[src/clex_pkg.sv]
// ----------------------------------------------------------------------------
// clex_pkg
// Shared types, character classes and keyword tables of the subset lexer.
// ----------------------------------------------------------------------------
package clex_pkg;

  typedef enum logic [3:0] {
    TK_EOF     = 4'd0,
    TK_SEMI    = 4'd1,
    TK_LPAR    = 4'd2,
    TK_RPAR    = 4'd3,
    TK_LBRACE  = 4'd4,
    TK_RBRACE  = 4'd5,
    TK_CONST   = 4'd6,
    TK_INT     = 4'd7,
    TK_VOID    = 4'd8,
    TK_RETURN  = 4'd9,
    TK_IDENT   = 4'd10,
    TK_INVALID = 4'd11
  } tok_e;

  localparam logic [7:0] CH_NL   = 8'h0a;
  localparam logic [7:0] CH_ZERO = 8'h30;

  // name buffer lengths never exceed 63, so positions travel in 6 bits
  localparam int unsigned PosW = 6;

  // one result word as it leaves the block, line number aside
  typedef struct packed {
    tok_e        kind;
    logic [31:0] value;
    logic [7:0]  ch;
    logic        ovf;
    logic        last;
  } result_t;

  // name buffer write command, seen by the keyword tracker
  typedef struct packed {
    logic            first;
    logic            append;
    logic [PosW-1:0] pos;
    logic [7:0]      ch;
  } name_wr_t;

  function automatic logic is_digit(input logic [7:0] b);
    return (b >= 8'h30) && (b <= 8'h39);
  endfunction

  function automatic logic is_letter(input logic [7:0] b);
    return ((b >= 8'h61) && (b <= 8'h7a)) || ((b >= 8'h41) && (b <= 8'h5a)) ||
           (b == 8'h5f);
  endfunction

  function automatic logic is_space(input logic [7:0] b);
    return b inside {8'h20, 8'h09, 8'h0a, 8'h0d, 8'h0c};
  endfunction

  function automatic logic is_punct(input logic [7:0] b);
    return b inside {8'h3b, 8'h28, 8'h29, 8'h7b, 8'h7d};
  endfunction

  function automatic tok_e punct_kind(input logic [7:0] b);
    tok_e k;
    case (b)
      8'h3b:   k = TK_SEMI;
      8'h28:   k = TK_LPAR;
      8'h29:   k = TK_RPAR;
      8'h7b:   k = TK_LBRACE;
      8'h7d:   k = TK_RBRACE;
      default: k = TK_INVALID;
    endcase
    return k;
  endfunction

  // keyword characters by position, zero past the end (never a letter)
  function automatic logic [7:0] kw_int_ch(input logic [PosW-1:0] p);
    logic [7:0] c;
    case (p)
      6'd0:    c = 8'h69; // i
      6'd1:    c = 8'h6e; // n
      6'd2:    c = 8'h74; // t
      default: c = 8'h00;
    endcase
    return c;
  endfunction

  function automatic logic [7:0] kw_void_ch(input logic [PosW-1:0] p);
    logic [7:0] c;
    case (p)
      6'd0:    c = 8'h76; // v
      6'd1:    c = 8'h6f; // o
      6'd2:    c = 8'h69; // i
      6'd3:    c = 8'h64; // d
      default: c = 8'h00;
    endcase
    return c;
  endfunction

  function automatic logic [7:0] kw_ret_ch(input logic [PosW-1:0] p);
    logic [7:0] c;
    case (p)
      6'd0:    c = 8'h72; // r
      6'd1:    c = 8'h65; // e
      6'd2:    c = 8'h74; // t
      6'd3:    c = 8'h75; // u
      6'd4:    c = 8'h72; // r
      6'd5:    c = 8'h6e; // n
      default: c = 8'h00;
    endcase
    return c;
  endfunction

endpackage

[src/clex_name_ram.sv]
// ----------------------------------------------------------------------------
// clex_name_ram
// Identifier character buffer: one write port, one registered read port.
// ----------------------------------------------------------------------------
module clex_name_ram #(
  parameter int unsigned Depth = 32,
  parameter int unsigned AddrW = 5
) (
  input  logic             clk_i,
  input  logic             we_i,
  input  logic [AddrW-1:0] waddr_i,
  input  logic [7:0]       wdata_i,
  input  logic             re_i,
  input  logic [AddrW-1:0] raddr_i,
  output logic [7:0]       rdata_o
);

  logic [7:0] mem_q [Depth];
  logic [7:0] rdata_q;

  always_ff @(posedge clk_i) begin
    if (we_i) begin
      mem_q[waddr_i] <= wdata_i;
    end
    if (re_i) begin
      rdata_q <= mem_q[raddr_i];
    end
  end

  assign rdata_o = rdata_q;

endmodule

[src/clex_kw_track.sv]
// ----------------------------------------------------------------------------
// clex_kw_track
// Follows the writes into the name buffer and flags int, void and return.
// ----------------------------------------------------------------------------
module clex_kw_track
  import clex_pkg::*;
#(
  parameter int unsigned LenW = 6
) (
  input  logic            clk_i,
  input  logic            rst_ni,
  input  name_wr_t        wr_i,
  input  logic [LenW-1:0] len_i,
  input  logic            ovf_i,
  output logic            hit_o,
  output tok_e            kind_o
);

  logic int_ok_q, int_ok_d;
  logic void_ok_q, void_ok_d;
  logic ret_ok_q, ret_ok_d;

  always_comb begin
    int_ok_d  = int_ok_q;
    void_ok_d = void_ok_q;
    ret_ok_d  = ret_ok_q;
    if (wr_i.first) begin
      int_ok_d  = (wr_i.ch == kw_int_ch('0));
      void_ok_d = (wr_i.ch == kw_void_ch('0));
      ret_ok_d  = (wr_i.ch == kw_ret_ch('0));
    end else if (wr_i.append) begin
      int_ok_d  = int_ok_q  & (wr_i.ch == kw_int_ch(wr_i.pos));
      void_ok_d = void_ok_q & (wr_i.ch == kw_void_ch(wr_i.pos));
      ret_ok_d  = ret_ok_q  & (wr_i.ch == kw_ret_ch(wr_i.pos));
    end
  end

  always_ff @(posedge clk_i or negedge rst_ni) begin
    if (!rst_ni) begin
      int_ok_q  <= 1'b0;
      void_ok_q <= 1'b0;
      ret_ok_q  <= 1'b0;
    end else begin
      int_ok_q  <= int_ok_d;
      void_ok_q <= void_ok_d;
      ret_ok_q  <= ret_ok_d;
    end
  end

  always_comb begin
    hit_o  = 1'b0;
    kind_o = TK_IDENT;
    if (!ovf_i) begin
      if (int_ok_q && (len_i == LenW'(3))) begin
        hit_o  = 1'b1;
        kind_o = TK_INT;
      end else if (void_ok_q && (len_i == LenW'(4))) begin
        hit_o  = 1'b1;
        kind_o = TK_VOID;
      end else if (ret_ok_q && (len_i == LenW'(6))) begin
        hit_o  = 1'b1;
        kind_o = TK_RETURN;
      end
    end
  end

endmodule

[src/c_subset_lexer_unit.sv]
// ----------------------------------------------------------------------------
// c_subset_lexer_unit
// Tokenizer for a small C subset, one source byte per input word.
// ----------------------------------------------------------------------------
// A byte is first accepted and then classified against the current scan mode.
// A byte that closes a constant or keyword is classified again once the closed
// token is out; a byte that closes any other identifier is classified again
// once every stored character has been sent. Identifier characters are kept
// in a buffer memory with one write port and a registered read port and are
// emitted one word per cycle while the output side takes them; input is held
// off during that flush. Keywords are recognized while the name is written, so
// they leave in one word. After an end-of-file or error token the block swallows
// all further input until reset. A result waits in an output register, so the
// next byte is taken while a token is still being drained.
module c_subset_lexer_unit
  import clex_pkg::*;
#(
  parameter int unsigned MAX_NAME_LEN = 32
) (
  input  logic        clk_i,
  input  logic        rst_ni,
  input  logic        s_axis_tvalid,
  output logic        s_axis_tready,
  input  logic [7:0]  s_axis_tdata,  // [7:0] byte_in
  input  logic        s_axis_tuser,  // [0] end_of_input
  output logic        m_axis_tvalid,
  input  logic        m_axis_tready,
  output logic [79:0] m_axis_tdata,  // [31:0] const_value, [39:32] text_char,
                                     // [40] text_overflow, [72:41] line_number
  output logic [3:0]  m_axis_tuser,  // [3:0] token_kind
  output logic        m_axis_tlast
);

  localparam int unsigned AddrW = $clog2(MAX_NAME_LEN);
  localparam int unsigned LenW  = $clog2(MAX_NAME_LEN + 1);

  typedef enum logic [1:0] {ST_IDLE, ST_EXEC, ST_FLUSH, ST_HALT} state_e;
  typedef enum logic [1:0] {MD_IDLE, MD_NUM, MD_NAME} mode_e;

  state_e           st_q, st_d;
  mode_e            mode_q, mode_d;
  logic [31:0]      acc_q, acc_d;
  logic [LenW-1:0]  len_q, len_d;
  logic             ovf_q, ovf_d;
  logic [31:0]      line_q, line_d;
  logic [7:0]       byte_q, byte_d;
  logic             eof_q, eof_d;
  logic [AddrW-1:0] idx_q, idx_d;
  logic             out_vld_q, out_vld_d;
  result_t          out_q, out_d;
  logic [31:0]      out_line_q, out_line_d;

  logic             out_free;
  logic             ram_we;
  logic [AddrW-1:0] ram_waddr;
  logic             ram_re;
  logic [AddrW-1:0] ram_raddr;
  logic [7:0]       ram_rdata;
  name_wr_t         nwr;
  logic             kw_hit;
  tok_e             kw_kind;

  clex_name_ram #(
    .Depth (MAX_NAME_LEN),
    .AddrW (AddrW)
  ) u_name_ram (
    .clk_i   (clk_i),
    .we_i    (ram_we),
    .waddr_i (ram_waddr),
    .wdata_i (byte_q),
    .re_i    (ram_re),
    .raddr_i (ram_raddr),
    .rdata_o (ram_rdata)
  );

  clex_kw_track #(
    .LenW (LenW)
  ) u_kw_track (
    .clk_i  (clk_i),
    .rst_ni (rst_ni),
    .wr_i   (nwr),
    .len_i  (len_q),
    .ovf_i  (ovf_q),
    .hit_o  (kw_hit),
    .kind_o (kw_kind)
  );

  assign out_free      = !out_vld_q || m_axis_tready;
  assign s_axis_tready = (st_q == ST_IDLE) || (st_q == ST_HALT);

  always_comb begin
    st_d       = st_q;
    mode_d     = mode_q;
    acc_d      = acc_q;
    len_d      = len_q;
    ovf_d      = ovf_q;
    line_d     = line_q;
    byte_d     = byte_q;
    eof_d      = eof_q;
    idx_d      = idx_q;
    out_vld_d  = out_vld_q && !m_axis_tready;
    out_d      = out_q;
    out_line_d = out_line_q;
    ram_we     = 1'b0;
    ram_waddr  = len_q[AddrW-1:0];
    ram_re     = 1'b0;
    ram_raddr  = idx_q;
    nwr        = '0;
    nwr.ch     = byte_q;
    nwr.pos    = PosW'(len_q);

    case (st_q)
      ST_IDLE: begin
        if (s_axis_tvalid) begin
          byte_d = s_axis_tdata;
          eof_d  = s_axis_tuser;
          if (!s_axis_tuser && (s_axis_tdata == CH_NL)) begin
            line_d = line_q + 32'd1;
          end
          st_d = ST_EXEC;
        end
      end

      ST_EXEC: begin
        case (mode_q)
          MD_NUM: begin
            if (!eof_q && is_digit(byte_q)) begin
              acc_d = (acc_q << 3) + (acc_q << 1) + 32'(byte_q - CH_ZERO);
              st_d  = ST_IDLE;
            end else if (out_free) begin
              out_vld_d  = 1'b1;
              out_d      = '{kind: TK_CONST, value: acc_q, ch: 8'h00, ovf: 1'b0,
                             last: 1'b1};
              out_line_d = line_q;
              acc_d      = '0;
              mode_d     = MD_IDLE;  // closing byte is classified next cycle
            end
          end

          MD_NAME: begin
            if (!eof_q && is_letter(byte_q)) begin
              if (len_q < LenW'(MAX_NAME_LEN)) begin
                ram_we     = 1'b1;
                nwr.append = 1'b1;
                len_d      = len_q + LenW'(1);
              end else begin
                ovf_d = 1'b1;
              end
              st_d = ST_IDLE;
            end else if (kw_hit) begin
              if (out_free) begin
                out_vld_d  = 1'b1;
                out_d      = '{kind: kw_kind, value: 32'd0, ch: 8'h00, ovf: 1'b0,
                               last: 1'b1};
                out_line_d = line_q;
                len_d      = '0;
                ovf_d      = 1'b0;
                mode_d     = MD_IDLE;
              end
            end else begin
              // start the flush with the first stored character
              ram_re    = 1'b1;
              ram_raddr = '0;
              idx_d     = '0;
              st_d      = ST_FLUSH;
            end
          end

          default: begin
            if (eof_q) begin
              if (out_free) begin
                out_vld_d  = 1'b1;
                out_d      = '{kind: TK_EOF, value: 32'd0, ch: 8'h00, ovf: 1'b0,
                               last: 1'b1};
                out_line_d = line_q;
                st_d       = ST_HALT;
              end
            end else if (is_space(byte_q)) begin
              st_d = ST_IDLE;
            end else if (is_punct(byte_q)) begin
              if (out_free) begin
                out_vld_d  = 1'b1;
                out_d      = '{kind: punct_kind(byte_q), value: 32'd0, ch: 8'h00,
                               ovf: 1'b0, last: 1'b1};
                out_line_d = line_q;
                st_d       = ST_IDLE;
              end
            end else if (is_digit(byte_q)) begin
              acc_d  = 32'(byte_q - CH_ZERO);
              mode_d = MD_NUM;
              st_d   = ST_IDLE;
            end else if (is_letter(byte_q)) begin
              ram_we    = 1'b1;
              ram_waddr = '0;
              nwr.first = 1'b1;
              len_d     = LenW'(1);
              ovf_d     = 1'b0;
              mode_d    = MD_NAME;
              st_d      = ST_IDLE;
            end else if (out_free) begin
              out_vld_d  = 1'b1;
              out_d      = '{kind: TK_INVALID, value: 32'd0, ch: byte_q, ovf: 1'b0,
                             last: 1'b1};
              out_line_d = line_q;
              st_d       = ST_HALT;
            end
          end
        endcase
      end

      ST_FLUSH: begin
        if (out_free) begin
          out_vld_d  = 1'b1;
          out_line_d = line_q;
          if ((LenW'(idx_q) + LenW'(1)) == len_q) begin
            out_d  = '{kind: TK_IDENT, value: 32'd0, ch: ram_rdata, ovf: ovf_q,
                       last: 1'b1};
            len_d  = '0;
            ovf_d  = 1'b0;
            mode_d = MD_IDLE;
            st_d   = ST_EXEC;
          end else begin
            out_d     = '{kind: TK_IDENT, value: 32'd0, ch: ram_rdata, ovf: ovf_q,
                          last: 1'b0};
            idx_d     = idx_q + AddrW'(1);
            ram_re    = 1'b1;
            ram_raddr = idx_q + AddrW'(1);
          end
        end
      end

      default: begin
        // halted: input words are taken and dropped
      end
    endcase
  end

  always_ff @(posedge clk_i or negedge rst_ni) begin
    if (!rst_ni) begin
      st_q       <= ST_IDLE;
      mode_q     <= MD_IDLE;
      acc_q      <= '0;
      len_q      <= '0;
      ovf_q      <= 1'b0;
      line_q     <= '0;
      out_vld_q  <= 1'b0;
    end else begin
      st_q       <= st_d;
      mode_q     <= mode_d;
      acc_q      <= acc_d;
      len_q      <= len_d;
      ovf_q      <= ovf_d;
      line_q     <= line_d;
      out_vld_q  <= out_vld_d;
    end
  end

  always_ff @(posedge clk_i) begin
    byte_q     <= byte_d;
    eof_q      <= eof_d;
    idx_q      <= idx_d;
    out_q      <= out_d;
    out_line_q <= out_line_d;
  end

  assign m_axis_tvalid = out_vld_q;
  assign m_axis_tdata  = {7'd0, out_line_q, out_q.ovf, out_q.ch, out_q.value};
  assign m_axis_tuser  = out_q.kind;
  assign m_axis_tlast  = out_q.last;

endmodule

[config.mk]
export PLATFORM = sky130hd
export DESIGN_NAME = c_subset_lexer_unit
export DESIGN_NICKNAME = d
export VERILOG_FILES = /design/src/clex_pkg.sv /design/src/clex_name_ram.sv /design/src/clex_kw_track.sv /design/src/c_subset_lexer_unit.sv
export SDC_FILE = /design/constraint.sdc
export NUM_CORES = 1
export LEC_CHECK = 0
export BUFFER_PORTS_ARGS = -buffer_cell sky130_fd_sc_hd__buf_4
export CAP_MARGIN = 30
export CORE_MARGIN = 10
export CORE_UTILIZATION = 27
export DETAILED_ROUTE_END_ITERATION = 12
export GPL_ROUTABILITY_DRIVEN = 0
export GPL_TIMING_DRIVEN = 0
export PLACE_DENSITY = 0.42
export SETUP_SLACK_MARGIN = 0.3
export SYNTH_ARGS = -nofsm -noshare
export SYNTH_HDL_FRONTEND = slang
export SYNTH_SLANG_ARGS = --single-unit
[constraint.sdc]
create_clock -name clk_i -period 13.65 [get_ports clk_i]
set_input_delay 3.4125 -clock clk_i [delete_from_list [all_inputs] [get_ports clk_i]]
set_output_delay 3.4125 -clock clk_i [all_outputs]
set_load 0.1 [all_outputs]
==> impl_metrics.tcl <==
set metrics [dict create \
    peakVddDrop_mv 0.08785 \
    min_period_ns 6.130 \
    die_h_um 297.3 \
    ys_types 77 \
    r2r-start "byte_q[7]$_DFFE_PP_" \
    die_w_um 297.3 \
    fin_ws_ns 7.520 \
    slew_headroom 0.3228 \
    synthCells 1560 \
    pre_cts_ws_ns 6.861 \
    netSwitchingFraction 0.2082 \
    drt_iter0_drc 966 \
    cts_buffers 50 \
    instances_no_fill 2799 \
    rr_worst_depth 16 \
    whs_path_depth 0 \
    cts_tree "yes" \
    p_int_mw 2.167 \
    grt_first_pass_wirelength_mm 84.97 \
    cts-resized-gates 0 \
    tightest_slew_ns 1.008 \
    fin_crit_sh 0.4491 \
    hold_viol 0 \
    grt_pass1_vias 13420 \
    crit_chain "buf_4 -> nor2b_1 -> or4_1 -> nor2_1 -> nor3_1 -> and2_1 -> buf_2 -> buf_6 -> buf_4 -> buf_2 -> mux2i_1 -> mux2i_1 -> o2bb2ai_1 -> nor4_2" \
    holdBufCountCts 0 \
    wl_per_cell_um 19.71 \
    numPortBuffers 92 \
    first_pass_iters 5 \
    ant_nets 0 \
    p_sw_uw 569.8 \
    worstSetupEndpointType "flop" \
    async_reset_ff_frac 0.1816 \
    clkSlewWorstSetupHoldPaths_ns 0.06 \
    post-cts-setup-buffers 0 \
    cp.arrival_ns 6.45 \
    tns_ns 0 \
    clkPwrFrac 0.475 \
    synth.avg_cell_area_um2 13.31 \
    core_area_um2 76080 \
    cts_root_buf "clkbuf_16" \
    yosysWarnings 0 \
    path_max_fanout 10 \
    initial_core_util 0.2730 \
    max_cap_violations 0 \
    cpPeakStageDelay_ns 0.44 \
    yosysSeqAreaShare 0.6075 \
    holdPathEnd "out_line_q[10]$_DFFE_PP_" \
    synth_largest_area_cell "edfxtp_1" \
    clk_latency_ns 0.63 \
    final_nets 1817 \
    power.density_nw_per_um2 110.6 \
    fp.dieArea_um2 88410 \
    grt_max_degree 58 \
    antenna-diode-count 0 \
    max_freq_mhz 163.1 \
    p_comb_frac 0.007 \
    final_util 0.3252 \
    vias 12930 \
    wl_mm 55.16 \
    grt_overflow 0 \
    min_path_type "reg2reg" \
    num_rows 101 \
    grt_setup_unrepaired "no" \
    status "completed" \
    ys_ff_latch 435 \
    critPathLaunchType "primary input" \
    synth_flop_cell "edfxtp_1" \
    cts_sinks 435 \
    synth-edff-count 351 \
    path_class "in2reg" \
    syn-cell-area_um2 20770 \
    power_frac_seq 0.518 \
    dp_cells 2705 \
    track_usage 0.1228 \
    synth_area_leaders "edfxtp_1 (51%), dfrtp_1 (9.5%), mux2i_1 (8.2%), ha_1 (2.9%), fa_1 (2.8%)" \
    htreeDepth 2 \
    antenna_found_initial 0 \
    viasPerCell 4.618 \
    cts_max_path_buffers 3 \
    drv_slew 0 \
    min-delay-start "line_q[10]$_DFFE_PN0P_" \
    cp_data_required_time_ns 13.97 \
    area.growth.synth_to_final_pct 19.12 \
    drive_gt1_frac 0.1492 \
    ios 100 \
    total_leakage_power_nw 8.920 \
    drc_errors 0 \
    synth_top_area_share 0.5075 \
    finalSetupViolations 0 \
    critPathSlowestCell "nor4_2" \
    clock_skew_ns 0.06246 \
    whs_ns 0.4577 \
    reg2reg_to "acc_q[31]$_DFFE_PN0P_" \
    rrSetupSlack_ns 8.23 \
    dp_hpwl_mm 40.36 \
]
-- synth_stat cells, drive strengths merged (3+ instances only) --
master / instances
o31ai: 7
or3: 4
nor2: 126
nand3: 39
a22o: 16
dfxtp: 5
inv: 31
nor3b: 5
and3: 10
a31oi: 15
o21a: 8
or4: 3
o41ai: 3
o22ai: 24
o2bb2ai: 8
edfxtp: 351
or2: 5
nand2: 89
nor4: 15
o22a: 3
nand3b: 8
xor2: 29
a2111oi: 3
dfrtp: 79
and2: 37
mux2i: 170
fa: 29
clkbuf: 36
a21o: 24
ha: 48
and4: 3
nand4: 9
mux2: 27
nor2b: 14
nand2b: 15
o211ai: 6
a211o: 3
xnor2: 39
a21oi: 64
o21ai: 45
a211oi: 9
buf: 35
nor3: 30
-- logic make-up (layout without fill, tap and decap cells) --
family / Yosys count / in the layout / synth area share
DFF: 435 / 435 / 0.6075
muxes: 197 / 197 / 0.09802
other: 1 / 7 / 0.0001806
adders and majority gates: 77 / 77 / 0.05687
AOI/OAI and AO/OA: 264 / 264 / 0.08477
buffers and inverters: 102 / 305 / 0.02313
and+or+nand+nor: 416 / 416 / 0.1008
xor gates and xnor gates: 68 / 68 / 0.02868
-- layout by cell type (no fill, tap or decap), drive strengths merged, types with 45 or more instances in the layout --
cell type  Yosys  final
nand2         89     89
a21oi         64     64
o21ai         45     45
ha            48     48
dfrtp         79     79
buf           35    144
nor2         126    126
edfxtp       351    351
clkbuf        36    104
mux2i        170    170
-- metrics by stage --
| step | area, um2 | power, mW |
|---|---|---|
| 2_1_floorplan | 20790 | 1.454 |
| 3_3_place_gp | 22770 | 1.463 |
| 3_5_place_dp | 23150 | 1.464 |
| 4_1_cts | 24740 | 2.784 |
| 5_1_grt | 24740 | 2.840 |
| 6_report | 24740 | 2.737 |
-- area by class of cell --
class                      instances  area (um2)
buffer                            71       359.1
multi-input combinational       1029        7716
fill                            7658       51340
sequential                       435       12620
inverter                          31       121.4
clock inverter                    26       262.8
timing repair buffer             109        1045
tap                             1030        1289
clock buffer                      68        1329
-- flip-flops by register name, summed over array words and instances, names as in the netlist, 2 cells and up --
name                cells
line_q                 32
u_name_ram.mem_q      256
m_axis_tdata           41
idx_q                   5
mode_q                  2
acc_q                  32
byte_q                  8
m_axis_tuser            4
len_q                   6
u_name_ram.rdata_o      8
out_line_q             32
st_q                    2
-- worst max-delay path: cells and delay by family --
kind            cells  cell delay, ns
buf+inv             5            1.07
simple gates        6            1.43
compound gates      1            0.14
mux                 2            0.39
-- per-layer routing --
layer  vias to the layer above  wire length (um)  track usage
li1                       6183                 -            -
met1                      6417             25750       0.1658
met2                       240             25770       0.1978
met3                        85              2161      0.02182
met4                         0              1481      0.03827
met5                         -                 0            0
-- power groups by stage --
stage / clock (mW) / sequential, mW / combinational [mW]
after floorplan: 0 / 1.44 / 0.0102
after global placement: 0 / 1.44 / 0.0194
after detailed placement: 0 / 1.44 / 0.0206
after CTS: 1.35 / 1.42 / 0.0207
after global routing: 1.40 / 1.42 / 0.0219
final: 1.30 / 1.42 / 0.0201
-- worst max path at each step --
stage                                           end          start
CTS                 u_name_ram.rdata_o[4]$_DFFE_PP_  m_axis_tready
floorplan             m_axis_tdata[0]$_SDFFCE_PP0P_  m_axis_tready
global route        u_name_ram.rdata_o[4]$_DFFE_PP_  m_axis_tready
finish              u_name_ram.rdata_o[5]$_DFFE_PP_  m_axis_tready
detailed placement  u_name_ram.rdata_o[4]$_DFFE_PP_  m_axis_tready
global placement     m_axis_tdata[18]$_SDFFCE_PP0P_  m_axis_tready
(Power assumes the default switching activity.)
